===== config.mk =====
export PLATFORM = sky130hd
export DESIGN_NAME = lru_key_value_cache
export DESIGN_NICKNAME = d
export VERILOG_FILES = /design/src/rtl/core/lrukv_pkg.sv /design/src/rtl/core/lrukv_core.sv /design/src/rtl/core/lru_key_value_cache.sv
export SDC_FILE = /design/constraint.sdc
export NUM_CORES = 2
export LEC_CHECK = 0
export BUFFER_PORTS_ARGS = -buffer_cell sky130_fd_sc_hd__buf_2
export CAP_MARGIN = 20
export CORE_MARGIN = 2
export CORE_UTILIZATION = 56
export DETAILED_ROUTE_END_ITERATION = 8
export GPL_TIMING_DRIVEN = 1
export PLACE_DENSITY = 0.75
export SLEW_MARGIN = 0
export SYNTH_ARGS = -nofsm -noshare
export SYNTH_HDL_FRONTEND = slang
export SYNTH_HIERARCHICAL = 1
export SYNTH_SLANG_ARGS = --single-unit

===== constraint.sdc =====
create_clock -name clk -period 6.8 [get_ports clk]
set_input_delay 1.02 -clock clk [delete_from_list [all_inputs] [get_ports clk]]
set_output_delay 1.02 -clock clk [all_outputs]
set_load 0.05 [all_outputs]

===== src/rtl/core/lrukv_pkg.sv =====
// Shared types and constants for the LRU key-value cache.
package lrukv_pkg;

  localparam int CAPACITY_DEF   = 16;
  localparam int KEY_BITS_DEF   = 32;
  localparam int VALUE_BITS_DEF = 32;

  localparam int KEY_W  = 32;
  localparam int DATA_W = 32;
  localparam int CFG_W  = 5;

  localparam logic [CFG_W-1:0] CAP_RESET = 5'd16;

  typedef enum logic {
    CMD_PUT = 1'b0,
    CMD_GET = 1'b1
  } cmd_t;

  typedef struct packed {
    cmd_t              cmd;
    logic [KEY_W-1:0]  key;
    logic [DATA_W-1:0] value;
  } req_t;

  typedef struct packed {
    logic              hit;
    logic [DATA_W-1:0] read_value;
  } rsp_t;

endpackage


===== src/rtl/core/lrukv_core.sv =====
// Entry store, parallel key match and recency rank update for one item per cycle on which fire is high.
module lrukv_core import lrukv_pkg::*; #(
  parameter int CAPACITY   = CAPACITY_DEF,
  parameter int KEY_BITS   = KEY_BITS_DEF,
  parameter int VALUE_BITS = VALUE_BITS_DEF
) (
  input  logic             clk,
  input  logic             rst_n,
  input  logic             fire,
  input  req_t             req,
  input  logic [CFG_W-1:0] active_capacity,
  output rsp_t             rsp
);

  localparam int RANK_W = (CAPACITY > 1) ? $clog2(CAPACITY) : 1;
  localparam int CNT_W  = $clog2(CAPACITY + 1);
  localparam int CMP_W  = (CNT_W > CFG_W) ? CNT_W : CFG_W;

  logic [KEY_BITS-1:0]   key_r [CAPACITY];
  logic [VALUE_BITS-1:0] val_r [CAPACITY];
  logic [RANK_W-1:0]     rank_r [CAPACITY];
  logic [RANK_W-1:0]     rank_nxt [CAPACITY];
  logic [CAPACITY-1:0]   valid_r, valid_nxt;
  logic [CNT_W-1:0]      count_r, count_nxt;

  logic [KEY_BITS-1:0]   key_in;
  logic [VALUE_BITS-1:0] val_in;
  logic [CAPACITY-1:0]   match, hit_oh, free_oh, victim_oh, target_oh;
  logic [CNT_W-1:0]      cnt_m1;
  logic [RANK_W-1:0]     last_rank, tgt_rank;
  logic [CMP_W-1:0]      cap_ext, eff_cap;
  logic [VALUE_BITS-1:0] rd_val;
  logic                  hit, is_get, room, act, insert;

  always_comb begin
    key_in  = KEY_BITS'(req.key);
    val_in  = VALUE_BITS'(req.value);
    is_get  = (req.cmd == CMD_GET);
    cnt_m1  = count_r - CNT_W'(1);
    last_rank = cnt_m1[RANK_W-1:0];

    for (int j = 0; j < CAPACITY; j++) begin
      match[j]     = valid_r[j] && (key_r[j] == key_in);
      victim_oh[j] = valid_r[j] && (rank_r[j] == last_rank);
    end
    hit     = |match;
    hit_oh  = match & (~match + CAPACITY'(1));
    free_oh = ~valid_r & (valid_r + CAPACITY'(1));

    // Clamp the capacity register into 1..CAPACITY.
    cap_ext = CMP_W'(active_capacity);
    if (cap_ext == '0) begin
      eff_cap = CMP_W'(1);
    end else if (cap_ext > CMP_W'(CAPACITY)) begin
      eff_cap = CMP_W'(CAPACITY);
    end else begin
      eff_cap = cap_ext;
    end
    room = CMP_W'(count_r) < eff_cap;

    act       = fire && (hit || !is_get);
    insert    = act && !hit && room;
    target_oh = hit ? hit_oh : (room ? free_oh : victim_oh);

    tgt_rank = '0;
    rd_val   = '0;
    for (int j = 0; j < CAPACITY; j++) begin
      if (target_oh[j]) tgt_rank = tgt_rank | rank_r[j];
      if (hit_oh[j])    rd_val   = rd_val | val_r[j];
    end

    // Age every valid entry more recent than the target; an insert ages them all.
    valid_nxt = valid_r;
    count_nxt = count_r;
    for (int j = 0; j < CAPACITY; j++) begin
      rank_nxt[j] = rank_r[j];
      if (act) begin
        if (target_oh[j]) begin
          rank_nxt[j] = '0;
        end else if (valid_r[j] && (insert || (rank_r[j] < tgt_rank))) begin
          rank_nxt[j] = rank_r[j] + RANK_W'(1);
        end
      end
    end
    if (insert) begin
      valid_nxt = valid_r | free_oh;
      count_nxt = count_r + CNT_W'(1);
    end

    rsp.hit        = hit;
    rsp.read_value = (hit && is_get) ? DATA_W'(rd_val) : '0;
  end

  always_ff @(posedge clk) begin
    if (!rst_n) begin
      valid_r <= '0;
      count_r <= '0;
      for (int j = 0; j < CAPACITY; j++) begin
        rank_r[j] <= '0;
      end
    end else begin
      valid_r <= valid_nxt;
      count_r <= count_nxt;
      for (int j = 0; j < CAPACITY; j++) begin
        rank_r[j] <= rank_nxt[j];
      end
    end
  end

  always_ff @(posedge clk) begin
    for (int j = 0; j < CAPACITY; j++) begin
      if (act && target_oh[j] && !hit) key_r[j] <= key_in;
      if (act && target_oh[j] && !is_get) val_r[j] <= val_in;
    end
  end

endmodule


===== src/rtl/core/lru_key_value_cache.sv =====
// Top level of the LRU key-value cache: handshakes, capacity register, input register and result register.
//
// Fully associative key-value store with least-recently-used replacement.
// Each item is a put (cmd 0) or a get (cmd 1); every item gives exactly one
// result: hit tells whether the key was held before the item, and
// read_value carries the stored value on a get that hits and zero otherwise.
// A put that misses fills the lowest free slot while fewer entries are held
// than the active capacity, otherwise it overwrites the least recent entry.
// The capacity register clamps to 1..CAPACITY; lowering it below the number
// of entries held keeps them all, and later misses replace in place. Write
// it only while no item is in flight. Throughput is one item per clock while the
// result channel does not stall: the key compare across all entries, the rank
// update and the store write are done combinationally between the input register
// and the result register, so an item sees everything the previous one left. An
// accepted item waits in the input register and its result in the result register,
// which drives out_valid. The entry store needs no clearing pass after reset;
// only the valid bits, ranks and fill count reset.
module lru_key_value_cache import lrukv_pkg::*; #(
  parameter int CAPACITY   = CAPACITY_DEF,
  parameter int KEY_BITS   = KEY_BITS_DEF,
  parameter int VALUE_BITS = VALUE_BITS_DEF
) (
  input  logic                     clk,
  input  logic                     rst_n,
  // input item channel
  input  logic                     in_valid,
  output logic                     in_ready,
  input  logic                     in_cmd,
  input  logic [KEY_W-1:0]         in_key,
  input  logic signed [DATA_W-1:0] in_value,
  // result item channel
  output logic                     out_valid,
  input  logic                     out_ready,
  output logic                     out_hit,
  output logic signed [DATA_W-1:0] out_read_value,
  // capacity register write channel
  input  logic                     cfg_valid,
  output logic                     cfg_ready,
  input  logic [CFG_W-1:0]         cfg_active_capacity
);

  logic             in_vld_r, in_vld_nxt;
  logic             out_vld_r, out_vld_nxt;
  req_t             req_r;
  rsp_t             rsp_r, rsp;
  logic [CFG_W-1:0] cap_r, cap_nxt;
  logic             advance, fire, in_take;

  // The result register frees up when empty or being drained this cycle;
  // the input register then hands its item to the core.
  assign advance  = !out_vld_r || out_ready;
  assign fire     = in_vld_r && advance;
  assign in_ready = !in_vld_r || advance;
  assign in_take  = in_valid && in_ready;
  assign cfg_ready = 1'b1;

  always_comb begin
    in_vld_nxt = in_vld_r;
    if (in_take) begin
      in_vld_nxt = 1'b1;
    end else if (advance) begin
      in_vld_nxt = 1'b0;
    end

    out_vld_nxt = out_vld_r;
    if (fire) begin
      out_vld_nxt = 1'b1;
    end else if (out_ready) begin
      out_vld_nxt = 1'b0;
    end

    cap_nxt = cfg_valid ? cfg_active_capacity : cap_r;
  end

  always_ff @(posedge clk) begin
    if (!rst_n) begin
      in_vld_r  <= 1'b0;
      out_vld_r <= 1'b0;
      cap_r     <= CAP_RESET;
    end else begin
      in_vld_r  <= in_vld_nxt;
      out_vld_r <= out_vld_nxt;
      cap_r     <= cap_nxt;
    end
  end

  // Hold payloads until the matching handshake moves the item on.
  always_ff @(posedge clk) begin
    if (in_take) begin
      req_r.cmd   <= cmd_t'(in_cmd);
      req_r.key   <= in_key;
      req_r.value <= in_value;
    end
    if (fire) begin
      rsp_r <= rsp;
    end
  end

  lrukv_core #(
    .CAPACITY   (CAPACITY),
    .KEY_BITS   (KEY_BITS),
    .VALUE_BITS (VALUE_BITS)
  ) u_core (
    .clk             (clk),
    .rst_n           (rst_n),
    .fire            (fire),
    .req             (req_r),
    .active_capacity (cap_r),
    .rsp             (rsp)
  );

  assign out_valid      = out_vld_r;
  assign out_hit        = rsp_r.hit;
  assign out_read_value = $signed(rsp_r.read_value);

endmodule


==> impl_metrics.ini <==
[status]
outcome = complete, no violations

[sta]
tns_ns = 0
rsz0062_at_grt = false
post-route-period-util = 0.949
setup_viol = 0
maxSlewHeadroom = 0.232
slew_viol_final = 0
fmax_ghz = 0.155
min_period_ns = 6.45
tightest_slew_ns = 1.15
hold_violations = 0
skew_ns = 0.0640
fin_ws_ns = 0.350

[clock_network]
clk_pin_slew_worst_paths_ns = 0.06
cts-buffers-inserted = 115
cts_resized = 0
cts_htree_levels = 3
cts_buffer_depth = 3
cts_hold_buf = 0
root_buffer = clkbuf_16
clock-sinks = 1214
clkLatencyLatePin_ns = 0.74
cts_tree = built
postCtsSetupBuffers = 0

[floorplan]
die_y_um = 307
core_area_sq_um = 91400
die_x_um = 307
initial_core_util = 0.563
num_rows = 111
die_area_sq_um = 94300
design.portCount = 111

[critical_path]
cp.arrival_ns = 7.05
critPathLaunchType = flop
crit_path_max_incr_delay_ns = 0.89
reg2reg_setup_slack_ns = 0.35
crit_start = req_r[61]
rr_worst_depth = 18
path_buf_inv = 1
critPathCaptureType = flop
cp_slowest_cell = or4_2
r2r_start = req_r[61]
r2r-end = u_core/rank_r[1][28]
worstPathMaxFanout = 13
crit_family = simple AND/OR/NAND/NOR gates
critPathKind = flop to flop
path_cells = xor2_1, nor4_1, nand4_1, or4_2, nand3_1, nor4_1, nand2_1, o22ai_1, a222oi_1, nand3_1, nor2_1, buf_4, ha_1, a2111o_1, a21oi_1, o31ai_2, and2_1, o311a_1
required_ns = 7.40

[route]
routedWlPerCell_um = 26.5
dr_wl_met2_um = 60300
met1_length_um = 54700
maxUsedRoutingLayer = met5
drc = 0
drt-initial-drc-count = 4226
drt_pass1_iterations = 6
dr_total_vias = 31858
totalWireLength_um = 134000
wl_met3_um = 14300
final_antenna_net_count = 0
drt-vias-per-instance = 6.30

[finish]
synthToLayoutAreaGrowth_pct = 13.2
fill_cells = 6424
diodes = 0
final_layout_size_suffix_gt1_frac = 0.141
regArea_sq_um = 35500
multi_input_area_sq_um = 14900
final_util = 0.637
fin_cells = 5055
nNetsFinal = 3912

[synthesis]
synth_edf_count = 1122
ys.warnings.count = 6
ys_seq_area_frac = 0.691
synth_ff_type = edfxtp_1
synth_nets = 3689
avgSynthCellArea_sq_um = 14.5
synth_cells = 3544
ys_ff_latch = 1214
yosysUniqueCellTypes = 87
netlist_area_sq_um = 51400
synth_async_sr_flop_share = 0

[min_path]
hp-start = in_value[2]
hold_path_end = req_r[2]
hold_depth = 1
hp-class = primary input to flop

[global_routing]
grt_pass1_vias = 30854
grt_usage = 0.283
grt_max_degree = 67
grt_overflow = 0
antenna_found_initial = 4
grt_pass1_wl_um = 198000

[placement]
dp.cells = 4835
gp_congestion = 0.952
port_buffers = 109
dp_hpwl_um = 81800
dp_slack_ns = 0.636

[power]
total_power_mw = 15.4
peakVddDrop_uv = 264
power_density_nw_per_um2 = 264
power_leakage_nw = 19.8

[job]
max_cap_viol_count = 0
[how the worst max path moves through the flow]
stage	endpoint	slack (ns)	depth (start not counted)
final	u_core/rank_r[1][28]	0.35	18
after global routing	u_core/rank_r[0][28]	0.11	20
after CTS	u_core/rank_r[1][27]	0.60	18
after detailed placement	u_core/rank_r[1][27]	0.64	19
after global placement	u_core/rank_r[1][27]	0.66	18
after floorplan	u_core/val_r[1][64]	0.11	4
[placed cells by master (no fill, tap or decap), types with 10 or more instances in the layout]
| cell type | count |
|---|---|
| inv_1 | 124 |
| clkinv_1 | 23 |
| and2_1 | 11 |
| buf_12 | 15 |
| a222oi_1 | 36 |
| dfxtp_1 | 92 |
| mux2i_1 | 41 |
| nor3_1 | 46 |
| nor2b_1 | 12 |
| nand4_1 | 93 |
| ha_1 | 70 |
| nor2_4 | 19 |
| a221oi_1 | 41 |
| o21a_1 | 31 |
| nand2_1 | 165 |
| clkbuf_1 | 18 |
| nor4_1 | 133 |
| a22oi_1 | 73 |
| bufinv_16 | 12 |
| xnor2_1 | 118 |
| xor2_1 | 463 |
| nor2_1 | 73 |
| or4_1 | 16 |
| buf_4 | 159 |
| clkbuf_16 | 119 |
| a31oi_1 | 40 |
| clkinv_2 | 29 |
| nor2_2 | 12 |
| nand3_1 | 90 |
| or3_1 | 35 |
| edfxtp_1 | 1122 |
| a21oi_1 | 93 |
| nand2b_1 | 19 |
| o21ai_0 | 112 |
| buf_2 | 109 |
| mux2_2 | 10 |
[worst register-to-register path: stages, from the launching register on]
cell,delay (ns)
edfxtp_1,0.48
xor2_1,0.22
nor4_1,0.82
nand4_1,0.19
or4_2,0.90
nand3_1,0.24
nor4_1,0.11
nand2_1,0.37
o22ai_1,0.38
a222oi_1,0.55
nand3_1,0.15
nor2_1,0.16
buf_4,0.29
ha_1,0.30
a2111o_1,0.40
a21oi_1,0.16
o31ai_2,0.13
and2_1,0.21
o311a_1,0.28
[logic make-up after synthesis]
group | share of synthesized area
DFF | 0.691
AOI/OAI and AO/OA | 0.0709
muxes | 0.0102
adders and majority gates | 0.0170
buffers and inverters | 0.0257
other | 0.0000729
and+or+nand+nor | 0.0825
xor gates and xnor gates | 0.103
[cell usage after synthesis (7+ instances only)]
master	instances	area, sq um
inv_1	124	465
nand4b_1	9	78.8
nand3_1	90	450
xnor2_1	118	1030
o21ai_0	112	561
mux2i_1	41	410
edfxtp_1	1122	33700
or3_1	35	219
nand2_1	165	619
or4_1	17	128
and2_1	12	75.1
mux2_2	10	113
dfxtp_1	92	1840
clkbuf_1	95	357
ha_1	70	876
nor2b_1	16	100
buf_1	8	30.0
o21a_1	31	233
nand3b_1	9	67.6
xor2_1	464	4060
a31oi_1	40	250
a21o_1	7	52.6
buf_2	39	195
nor3_1	53	265
a21oi_1	94	470
nor2_1	104	390
buf_4	33	248
xnor3_1	8	180
a221oi_1	41	359
nor4_1	135	845
a22oi_1	73	548
nand2b_1	19	119
a222oi_1	36	360
or2_2	8	50.1
nand4_1	93	582
and3_1	7	43.8
[through the flow]
stage / area [sq um] / hold WS (ns)
after floorplan: 51400 / 0.464
after global placement: 54300 / 0.507
after detailed placement: 54400 / 0.515
after CTS: 58200 / 0.434
after global routing: 58300 / 0.447
final: 58300 / 0.458
[area by class of cell]
cell class	count	share of cell area
clock buffers	137	0.0523
clock inverters	82	0.0142
inverters	125	0.00805
flip-flops and latches	1214	0.610
repair buffers	283	0.0350
multi-input cells	2028	0.255
well taps	1186	0.0255
[flip-flops by register name (all words and copies together), names as in the netlist]
name,count
u_core/val_r,512
out_valid,1
req_r,65
cap_r,5
u_core/rank_r,64
out_hit,1
in_vld_r,1
out_read_value,32
u_core/count_r,5
u_core/valid_r,16
u_core/key_r,512
[report_power, final]
| part | total [mW] | switching, mW | internal, mW |
|---|---|---|---|
| logic | 0.585 | 0.395 | 0.189 |
| clock network | 6.52 | 2.84 | 3.68 |
| registers | 8.30 | 0.0923 | 8.20 |
[per-layer routing]
metal,global-route usage,vias up
li1,-,13921
met1,0.410,15765
met2,0.431,1887
met3,0.0522,281
met4,0.106,4
met5,0,-
Note: power is estimated with default switching activity, not from simulation.
